===== config.mk =====
export PLATFORM = sky130hd
export DESIGN_NAME = symbol_binarizer_tu_eg_teg_top
export DESIGN_NICKNAME = d
export VERILOG_FILES = /design/src/hdl/sbin_pkg.sv /design/src/hdl/sbin_ctrl.sv /design/src/hdl/sbin_dp.sv /design/src/hdl/symbol_binarizer_tu_eg_teg_top.sv
export SDC_FILE = /design/constraint.sdc
export NUM_CORES = 1
export LEC_CHECK = 0
export BUFFER_PORTS_ARGS = -buffer_cell sky130_fd_sc_hd__buf_4
export CORE_ASPECT_RATIO = 0.8
export CORE_MARGIN = 3
export CORE_UTILIZATION = 40
export CTS_BUF_LIST = sky130_fd_sc_hd__clkbuf_8
export CTS_CLUSTER_SIZE = 25
export DETAILED_ROUTE_END_ITERATION = 16
export GPL_TIMING_DRIVEN = 0
export PLACE_DENSITY_LB_ADDON = 0.08
export SYNTH_ARGS = -nofsm -noshare
export SYNTH_HDL_FRONTEND = slang
export SYNTH_SLANG_ARGS = --single-unit

===== constraint.sdc =====
create_clock -name clk -period 7.98 [get_ports clk]
set_clock_uncertainty 0.05 [all_clocks]
set_input_delay 0.399 -clock clk [delete_from_list [all_inputs] [get_ports clk]]
set_output_delay 0.399 -clock clk [all_outputs]
set_load 0.02 [all_outputs]

===== src/hdl/sbin_pkg.sv =====
package sbin_pkg;

  // binarization kinds
  localparam logic [2:0] KIND_BI   = 3'd0;
  localparam logic [2:0] KIND_TU   = 3'd1;
  localparam logic [2:0] KIND_EG   = 3'd2;
  localparam logic [2:0] KIND_SEG  = 3'd3;
  localparam logic [2:0] KIND_TEG  = 3'd4;
  localparam logic [2:0] KIND_STEG = 3'd5;

  // configuration register indexes
  localparam logic [1:0] CFG_KIND  = 2'd0;
  localparam logic [1:0] CFG_MODE  = 2'd1;
  localparam logic [1:0] CFG_PARAM = 2'd2;

  localparam logic [5:0] MAX_PARAM = 6'd32;

  // context groups
  localparam logic [1:0] GRP_BI = 2'd0;
  localparam logic [1:0] GRP_TU = 2'd1;
  localparam logic [1:0] GRP_EG = 2'd2;

  // controller states; the segment states also select the bin in the datapath
  localparam int ST_W = 4;
  localparam logic [ST_W-1:0] ST_IDLE  = 4'd0;
  localparam logic [ST_W-1:0] ST_CHECK = 4'd1;
  localparam logic [ST_W-1:0] ST_LEN   = 4'd2;
  localparam logic [ST_W-1:0] ST_BI    = 4'd3;
  localparam logic [ST_W-1:0] ST_UN    = 4'd4;
  localparam logic [ST_W-1:0] ST_TERM  = 4'd5;
  localparam logic [ST_W-1:0] ST_EGPRE = 4'd6;
  localparam logic [ST_W-1:0] ST_EGONE = 4'd7;
  localparam logic [ST_W-1:0] ST_EGSUF = 4'd8;
  localparam logic [ST_W-1:0] ST_SIGN  = 4'd9;
  localparam logic [ST_W-1:0] ST_ERR   = 4'd10;

  typedef struct packed {
    logic [ST_W-1:0] state;
    logic            load;
    logic            emit;
    logic            last;
  } sbin_cmd_t;

  typedef struct packed {
    logic err;
    logic en_bi;
    logic en_un;
    logic en_term;
    logic en_egpre;
    logic en_egone;
    logic en_egsuf;
    logic en_sign;
    logic seg_last;
    logic out_free;
  } sbin_sts_t;

endpackage


===== src/hdl/sbin_ctrl.sv =====
module sbin_ctrl (
  input  logic                clk,
  input  logic                rst_n,
  input  logic                in_tvalid,
  output logic                in_tready,
  input  sbin_pkg::sbin_sts_t sts,
  output sbin_pkg::sbin_cmd_t cmd
);

  logic [sbin_pkg::ST_W-1:0] state_r;
  logic [sbin_pkg::ST_W-1:0] state_nxt;
  logic [sbin_pkg::ST_W-1:0] seg_nxt;
  logic [15:0]               en;

  // first enabled segment after cur, idle when none is left
  function automatic logic [sbin_pkg::ST_W-1:0] next_seg(
    input logic [sbin_pkg::ST_W-1:0] cur,
    input logic [15:0]               env
  );
    logic [sbin_pkg::ST_W-1:0] r;
    logic                      found;
    r     = sbin_pkg::ST_IDLE;
    found = 1'b0;
    for (int s = int'(sbin_pkg::ST_BI); s <= int'(sbin_pkg::ST_SIGN); s++) begin
      if (!found && s > int'(cur) && env[s]) begin
        r     = sbin_pkg::ST_W'(s);
        found = 1'b1;
      end
    end
    return r;
  endfunction

  always_comb begin
    en = '0;
    en[sbin_pkg::ST_BI]    = sts.en_bi;
    en[sbin_pkg::ST_UN]    = sts.en_un;
    en[sbin_pkg::ST_TERM]  = sts.en_term;
    en[sbin_pkg::ST_EGPRE] = sts.en_egpre;
    en[sbin_pkg::ST_EGONE] = sts.en_egone;
    en[sbin_pkg::ST_EGSUF] = sts.en_egsuf;
    en[sbin_pkg::ST_SIGN]  = sts.en_sign;
  end

  assign seg_nxt   = next_seg(state_r, en);
  assign in_tready = (state_r == sbin_pkg::ST_IDLE);

  always_comb begin
    state_nxt = state_r;
    cmd.state = state_r;
    cmd.load  = in_tvalid && in_tready;
    cmd.emit  = 1'b0;
    cmd.last  = 1'b0;
    case (state_r)
      sbin_pkg::ST_IDLE: begin
        if (in_tvalid) state_nxt = sbin_pkg::ST_CHECK;
      end
      sbin_pkg::ST_CHECK: begin
        state_nxt = sbin_pkg::ST_LEN;
      end
      sbin_pkg::ST_LEN: begin
        if (sts.err) state_nxt = sbin_pkg::ST_ERR;
        else         state_nxt = seg_nxt;
      end
      sbin_pkg::ST_ERR: begin
        if (sts.out_free) begin
          cmd.emit  = 1'b1;
          cmd.last  = 1'b1;
          state_nxt = sbin_pkg::ST_IDLE;
        end
      end
      sbin_pkg::ST_BI, sbin_pkg::ST_UN, sbin_pkg::ST_TERM, sbin_pkg::ST_EGPRE,
      sbin_pkg::ST_EGONE, sbin_pkg::ST_EGSUF, sbin_pkg::ST_SIGN: begin
        if (sts.out_free) begin
          cmd.emit = 1'b1;
          if (sts.seg_last) begin
            cmd.last  = (seg_nxt == sbin_pkg::ST_IDLE);
            state_nxt = seg_nxt;
          end
        end
      end
      default: state_nxt = sbin_pkg::ST_IDLE;
    endcase
  end

  always_ff @(posedge clk) begin
    if (!rst_n) state_r <= sbin_pkg::ST_IDLE;
    else        state_r <= state_nxt;
  end

endmodule


===== src/hdl/sbin_dp.sv =====
module sbin_dp (
  input  logic                clk,
  input  logic                rst_n,
  input  logic signed [15:0]  in_tdata,
  input  logic                cfg_valid,
  input  logic [1:0]          cfg_index,
  input  logic [5:0]          cfg_data,
  input  sbin_pkg::sbin_cmd_t cmd,
  output sbin_pkg::sbin_sts_t sts,
  output logic                out_tvalid,
  input  logic                out_tready,
  output logic [15:0]         out_tdata,
  output logic                out_tlast,
  output logic                out_tuser
);

  // configuration
  logic [2:0]  kind_r;
  logic        mode_r;
  logic [5:0]  param_r;

  // symbol
  logic        neg_r;
  logic [16:0] mag_r;
  logic [16:0] mag_in;

  // plan of the bin run
  logic        err_r,  err_c;
  logic [5:0]  u_r,    u_c;
  logic        term_r, term_c;
  logic        eg_r,   eg_c;
  logic        bi_r,   bi_c;
  logic        sign_r, sign_c;
  logic [16:0] x_r,    x_c;
  logic        teg_ge;
  logic [4:0]  len_r;
  logic [5:0]  cnt_r;

  // output beat
  logic        out_valid_r;
  logic        bin_r, byp_r, last_r, rerr_r;
  logic [1:0]  grp_r;
  logic [5:0]  slot_r;

  logic        bin_c, byp_c, rerr_c;
  logic [1:0]  grp_c;
  logic [5:0]  slot_c;
  logic [5:0]  bi_idx;
  logic [4:0]  suf_idx;
  logic [31:0] mag32, x32;

  function automatic logic [4:0] bit_len(input logic [16:0] v);
    logic [4:0] n;
    n = 5'd0;
    for (int i = 0; i < 17; i++) begin
      if (v[i]) n = 5'(i + 1);
    end
    return n;
  endfunction

  always_ff @(posedge clk) begin
    if (!rst_n) begin
      kind_r  <= sbin_pkg::KIND_BI;
      mode_r  <= 1'b0;
      param_r <= 6'd1;
    end else if (cfg_valid) begin
      case (cfg_index)
        sbin_pkg::CFG_KIND:  kind_r  <= cfg_data[2:0];
        sbin_pkg::CFG_MODE:  mode_r  <= cfg_data[0];
        sbin_pkg::CFG_PARAM: param_r <= cfg_data;
        default: ;
      endcase
    end
  end

  // magnitude; the most negative symbol gives 0x8000
  assign mag_in = in_tdata[15] ? (17'h10000 - {1'b0, in_tdata}) : {1'b0, in_tdata};

  always_comb begin
    err_c = 1'b0;
    if (kind_r > sbin_pkg::KIND_STEG)
      err_c = 1'b1;
    else if ((kind_r inside {sbin_pkg::KIND_BI, sbin_pkg::KIND_TU,
                             sbin_pkg::KIND_EG, sbin_pkg::KIND_TEG}) && neg_r)
      err_c = 1'b1;
    else if (!(kind_r inside {sbin_pkg::KIND_EG, sbin_pkg::KIND_SEG}) &&
             param_r > sbin_pkg::MAX_PARAM)
      err_c = 1'b1;
    else if (kind_r == sbin_pkg::KIND_BI && param_r < 6'd32 &&
             (({15'b0, mag_r} >> param_r) != 32'd0))
      err_c = 1'b1;
    else if (kind_r == sbin_pkg::KIND_TU && mag_r > {11'b0, param_r})
      err_c = 1'b1;

    teg_ge = (mag_r >= {11'b0, param_r});
    case (kind_r)
      sbin_pkg::KIND_EG:  x_c = mag_r + 17'd1;
      // signed EG: 2*mag for negative or zero, 2*mag-1 otherwise, plus one
      sbin_pkg::KIND_SEG: x_c = {mag_r[15:0], 1'b0} + {16'b0, (neg_r || mag_r == 17'd0)};
      default:            x_c = mag_r - {11'b0, param_r} + 17'd1;
    endcase

    u_c    = 6'd0;
    term_c = 1'b0;
    eg_c   = 1'b0;
    bi_c   = 1'b0;
    sign_c = 1'b0;
    case (kind_r)
      sbin_pkg::KIND_BI: bi_c = (param_r != 6'd0);
      sbin_pkg::KIND_TU: begin
        u_c    = mag_r[5:0];
        term_c = (mag_r[5:0] != param_r);
      end
      sbin_pkg::KIND_EG, sbin_pkg::KIND_SEG: eg_c = 1'b1;
      sbin_pkg::KIND_TEG, sbin_pkg::KIND_STEG: begin
        u_c    = teg_ge ? param_r : mag_r[5:0];
        term_c = !teg_ge;
        eg_c   = teg_ge;
        sign_c = (kind_r == sbin_pkg::KIND_STEG) && (mag_r != 17'd0);
      end
      default: ;
    endcase
  end

  always_ff @(posedge clk) begin
    if (cmd.load) begin
      neg_r <= in_tdata[15];
      mag_r <= mag_in;
    end
    if (cmd.state == sbin_pkg::ST_CHECK) begin
      err_r  <= err_c;
      u_r    <= u_c;
      term_r <= term_c;
      eg_r   <= eg_c;
      bi_r   <= bi_c;
      sign_r <= sign_c;
      x_r    <= x_c;
    end
    if (cmd.state == sbin_pkg::ST_LEN) len_r <= bit_len(x_r);
  end

  always_ff @(posedge clk) begin
    if (!rst_n)        cnt_r <= 6'd0;
    else if (cmd.load) cnt_r <= 6'd0;
    else if (cmd.emit) cnt_r <= sts.seg_last ? 6'd0 : cnt_r + 6'd1;
  end

  always_comb begin
    sts.err      = err_r;
    sts.en_bi    = bi_r;
    sts.en_un    = (u_r != 6'd0);
    sts.en_term  = term_r;
    sts.en_egpre = eg_r && (x_r[16:1] != 16'd0);
    sts.en_egone = eg_r;
    sts.en_egsuf = eg_r && (x_r[16:1] != 16'd0);
    sts.en_sign  = sign_r;
    sts.out_free = !out_valid_r || out_tready;
    case (cmd.state)
      sbin_pkg::ST_BI:    sts.seg_last = ({1'b0, cnt_r} + 7'd1 == {1'b0, param_r});
      sbin_pkg::ST_UN:    sts.seg_last = ({1'b0, cnt_r} + 7'd1 == {1'b0, u_r});
      sbin_pkg::ST_EGPRE,
      sbin_pkg::ST_EGSUF: sts.seg_last = ({1'b0, cnt_r} + 7'd2 == {2'b0, len_r});
      default:            sts.seg_last = 1'b1;
    endcase
  end

  // bin of the current segment; fixed binary and suffix go MSB first
  assign mag32   = {15'b0, mag_r};
  assign x32     = {15'b0, x_r};
  assign bi_idx  = param_r - 6'd1 - cnt_r;
  assign suf_idx = len_r - 5'd2 - cnt_r[4:0];

  always_comb begin
    bin_c  = 1'b0;
    byp_c  = !mode_r;
    grp_c  = sbin_pkg::GRP_BI;
    slot_c = cnt_r;
    rerr_c = 1'b0;
    case (cmd.state)
      sbin_pkg::ST_BI: bin_c = mag32[bi_idx[4:0]];
      sbin_pkg::ST_UN: begin
        bin_c = 1'b1;
        grp_c = sbin_pkg::GRP_TU;
      end
      sbin_pkg::ST_TERM: begin
        grp_c  = sbin_pkg::GRP_TU;
        slot_c = u_r;
      end
      sbin_pkg::ST_EGPRE: grp_c = sbin_pkg::GRP_EG;
      sbin_pkg::ST_EGONE: begin
        bin_c  = 1'b1;
        grp_c  = sbin_pkg::GRP_EG;
        slot_c = {1'b0, len_r - 5'd1};
      end
      sbin_pkg::ST_EGSUF: begin
        bin_c = x32[suf_idx];
        byp_c = 1'b1;
      end
      sbin_pkg::ST_SIGN: begin
        bin_c  = neg_r;
        slot_c = 6'd0;
      end
      default: begin
        byp_c  = 1'b0;
        slot_c = 6'd0;
        rerr_c = 1'b1;
      end
    endcase
    if (byp_c) begin
      grp_c  = 2'd0;
      slot_c = 6'd0;
    end
  end

  always_ff @(posedge clk) begin
    if (!rst_n)          out_valid_r <= 1'b0;
    else if (cmd.emit)   out_valid_r <= 1'b1;
    else if (out_tready) out_valid_r <= 1'b0;
  end

  always_ff @(posedge clk) begin
    if (cmd.emit) begin
      bin_r  <= bin_c;
      byp_r  <= byp_c;
      grp_r  <= grp_c;
      slot_r <= slot_c;
      last_r <= cmd.last;
      rerr_r <= rerr_c;
    end
  end

  assign out_tvalid = out_valid_r;
  assign out_tdata  = {6'b0, slot_r, grp_r, byp_r, bin_r};
  assign out_tlast  = last_r;
  assign out_tuser  = rerr_r;

endmodule


===== src/hdl/symbol_binarizer_tu_eg_teg_top.sv =====
// Sequence: a symbol is accepted in idle, then the check and length states register its plan
// and bit length before the segment states emit its bins, one bin per cycle while out_tready
// is high; a range error gives one beat. The input is not ready again until the last bin of
// the symbol is emitted, and the bins leave through the single output register.
// Reset: rst_n synchronous, active low; clears the controller and the output valid,
// loads kind 0, mode 0, param 1. No memory to clear.
module symbol_binarizer_tu_eg_teg_top (
  input  logic               clk,
  input  logic               rst_n,
  input  logic               in_tvalid,
  output logic               in_tready,
  input  logic signed [15:0] in_tdata,   // [15:0] symbol_value
  output logic               out_tvalid,
  input  logic               out_tready,
  output logic [15:0]        out_tdata,  // [0] bin_bit, [1] is_bypass, [3:2] ctx_group,
                                         // [9:4] ctx_slot, [15:10] zero
  output logic               out_tlast,  // last_bin
  output logic               out_tuser,  // [0] range_error
  input  logic               cfg_valid,
  output logic               cfg_ready,
  input  logic [1:0]         cfg_index,
  input  logic [5:0]         cfg_data
);

  sbin_pkg::sbin_cmd_t cmd;
  sbin_pkg::sbin_sts_t sts;

  assign cfg_ready = 1'b1;

  sbin_ctrl u_ctrl (
    .clk       (clk),
    .rst_n     (rst_n),
    .in_tvalid (in_tvalid),
    .in_tready (in_tready),
    .sts       (sts),
    .cmd       (cmd)
  );

  sbin_dp u_dp (
    .clk        (clk),
    .rst_n      (rst_n),
    .in_tdata   (in_tdata),
    .cfg_valid  (cfg_valid),
    .cfg_index  (cfg_index),
    .cfg_data   (cfg_data),
    .cmd        (cmd),
    .sts        (sts),
    .out_tvalid (out_tvalid),
    .out_tready (out_tready),
    .out_tdata  (out_tdata),
    .out_tlast  (out_tlast),
    .out_tuser  (out_tuser)
  );

endmodule


==> run metrics <==
DP Area between 0.007 and 0.008 mm2; core outline area 0.0175 mm2; register area share after synthesis 0.319; Power Density 225 mW/mm2; maxcap violations 0; CP Data Required Time about 8.1 ns; final setup fails 0; Worst Hold Launch in_tdata[0]; reg-to-reg critical path startpoint u_dp.param_r[0]; Vias per Instance 5.74; Post-synth EDFFs between 60 and 70; first-pass GRT wire length 33,700 um; total number of vias 6,240; CTS buffer count 9; Max Fclk between 0.2 and 0.25 GHz; final core utilization 0.462; Final Cell Area 0.00811 mm2; CP startpoint kind register; port bufs 42; synthesized area 0.00725 mm2; GRT overflow 0; clock tree buffer depth 2; hold endpoint u_dp.mag_r[0]; area delta synth->final 11.9%; Post-CTS Setup Repair Bufs 0; H-tree Lvls 3; Lkg Pwr 3.13 nW; largest net degree at the start of global routing 20; GRT Util Overall 0.216; syn avg cell area 9.09 um2; Clk pin slew, worst setup/hold paths 0.09 ns; clock latency on the worst-skew pair 0.37 ns; Initial DRC Count about 470; critical path class reg2reg; Post-CTS Hold Fix Bufs 0; fraction of registers with async set/reset 0; Distinct cells, synth 77; final total power 1.82 mW; FF+latch count, synth 84; First-pass DRT Iterations 5; Final TNS setup 0 ns; initial core utilization 0.413; CP endpoint kind register; RR Endpoint u_dp.x_r[15]; initial antenna violation count 0; layout cells sized above 1 0.118; Sink Count 84; # resized after CTS 0; Mapped Cells between 700 and 800; # diodes 0; most frequent cells in the layout inv_1 (70), edfxtp_1 (63), ha_1 (62); hold depth 1; RSZ-0062 raised after global routing no; Synth area leader edfxtp_1; CTS tree yes; GP Congestion approximately 0.9; largest cells by area after synthesis edfxtp_1 (26%), ha_1 (11%), dfxtp_1 (5.8%), xnor2_1 (5.7%), a21oi_1 (4.1%); wire per inst 19.3 um; maximum VDD drop roughly 95 uV; Yosys top cell area share 0.261; Max FO, Critical Path 10; Post-synth top flop edfxtp_1; die width about 160 um; Detailed Route WL 21,000 um; Hold Fails Final Rpt 0; post-route clock period utilization 0.543; DRC 0; I/O pins 50; antenna-violating nets left 0; vias in the first global route 6,005; post-layout minimum cycle time approximately 4.3 ns; max-slew violation count 0; actual slew at the worst max-slew pin 1.30 ns; fin nets 952; most common cell after layout, fill and taps aside inv_1; outcome complete, no violations; Die H ~130 um; Worst EP arrival 4.42 ns; Hold WC Path Type in2reg; Root Driver clkbuf_8; die area 0.0198 mm2; HPWL after DPL around 17,000 um; Slew HR 0.129; Worst Reg2Reg Path Length in Cells 13; synthesis warning total 0; flop2flop setup slack 3.65 ns; std cell rows 43
flip-flops by register name (all words and copies together) (netlist names), 2 cells and up:
register	flops
u_dp.mag_r	17
u_dp.x_r	17
u_dp.cnt_r	6
u_dp.param_r	6
u_dp.slot_r	6
u_dp.u_r	6
u_dp.len_r	5
u_ctrl.state_r	4
u_dp.kind_r	3
u_dp.grp_r	2
cell usage after synthesis (all sizes together), types with 15 or more instances:
master,n
nor2,57
o31ai,15
ha,62
edfxtp,63
nand3,24
nor3,18
nand2,49
xnor2,47
a21oi,60
buf,16
mux2i,24
inv,70
o21ai,44
dfxtp,21
clkbuf,26
layer usage:
metal	vias up	part of all wire	global-route usage
met1	2943	0.50	0.340
met2	233	0.40	0.295
li1	3043	-	-
met3	21	0.087	0.0587
met4	0	0.0093	0.0432
met5	-	0	0
critical path, cell delays in order (launching register included):
cell and delay (ns):
dfxtp_1 0.42, clkbuf_1 0.50, inv_1 0.30, ha_1 0.31
ha_1 0.22, inv_1 0.08, fa_1 0.18, nand2b_1 0.13
a21oi_1 0.07, o21ai_0 0.41, a31oi_1 0.24, a2111oi_0 0.66
o31ai_1 0.15, nor3b_1 0.38
metrics by stage:
step	instances	hold slack [ns]	setup slack [ns]
after floorplan	803	0.411	4.85
after global placement	1070	0.526	3.84
after detailed placement	1071	0.527	3.76
after CTS	1087	0.143	3.71
after global routing	1087	0.140	3.48
final	1087	0.161	3.65
final cells by class:
class                   instances  area [um2]
plain buffers                  42         211
clock buffers                  11         151
clock inverters                 5        58.8
fillers                      1731        9430
inverters                      72         270
multi-input cells             605        4480
flip-flops and latches         84        2310
well taps                     225         282
repair buffers                 43         343
worst max-delay path by stage:
stage                   end            start  slack (ns)  depth (start not counted)
2_1_floorplan  u_dp.x_r[15]  u_dp.param_r[0]        4.85                         13
4_1_cts        u_dp.x_r[15]  u_dp.param_r[0]        3.71                         13
6_report       u_dp.x_r[15]  u_dp.param_r[0]        3.65                         13
3_5_place_dp   u_dp.x_r[15]  u_dp.param_r[0]        3.76                         13
5_1_grt        u_dp.x_r[15]  u_dp.param_r[0]        3.48                         13
3_3_place_gp   u_dp.x_r[15]  u_dp.param_r[0]        3.84                         13
cells by family (layout without fill, tap and decap cells):
family,count (synthesis),in the layout,synth area share
AO/OA/AOI/OAI,214,214,0.198
AND/OR/NAND/NOR,225,225,0.164
adder cells (fa/ha/maj),66,66,0.118
XOR/XNOR,57,57,0.0689
other,2,8,0.00104
multiplexers,35,35,0.0642
flip-flops,84,84,0.319
buffers and inverters,114,173,0.0665
where the power goes:
group | total [mW] | switching (mW) | internal, mW
Combinational | 0.826 | 0.492 | 0.334
Sequential | 0.679 | 0.0903 | 0.589
Clock | 0.318 | 0.156 | 0.162
Total | 1.82 | 0.738 | 1.09
No activity file was read; power rests on OpenSTA's default activity.
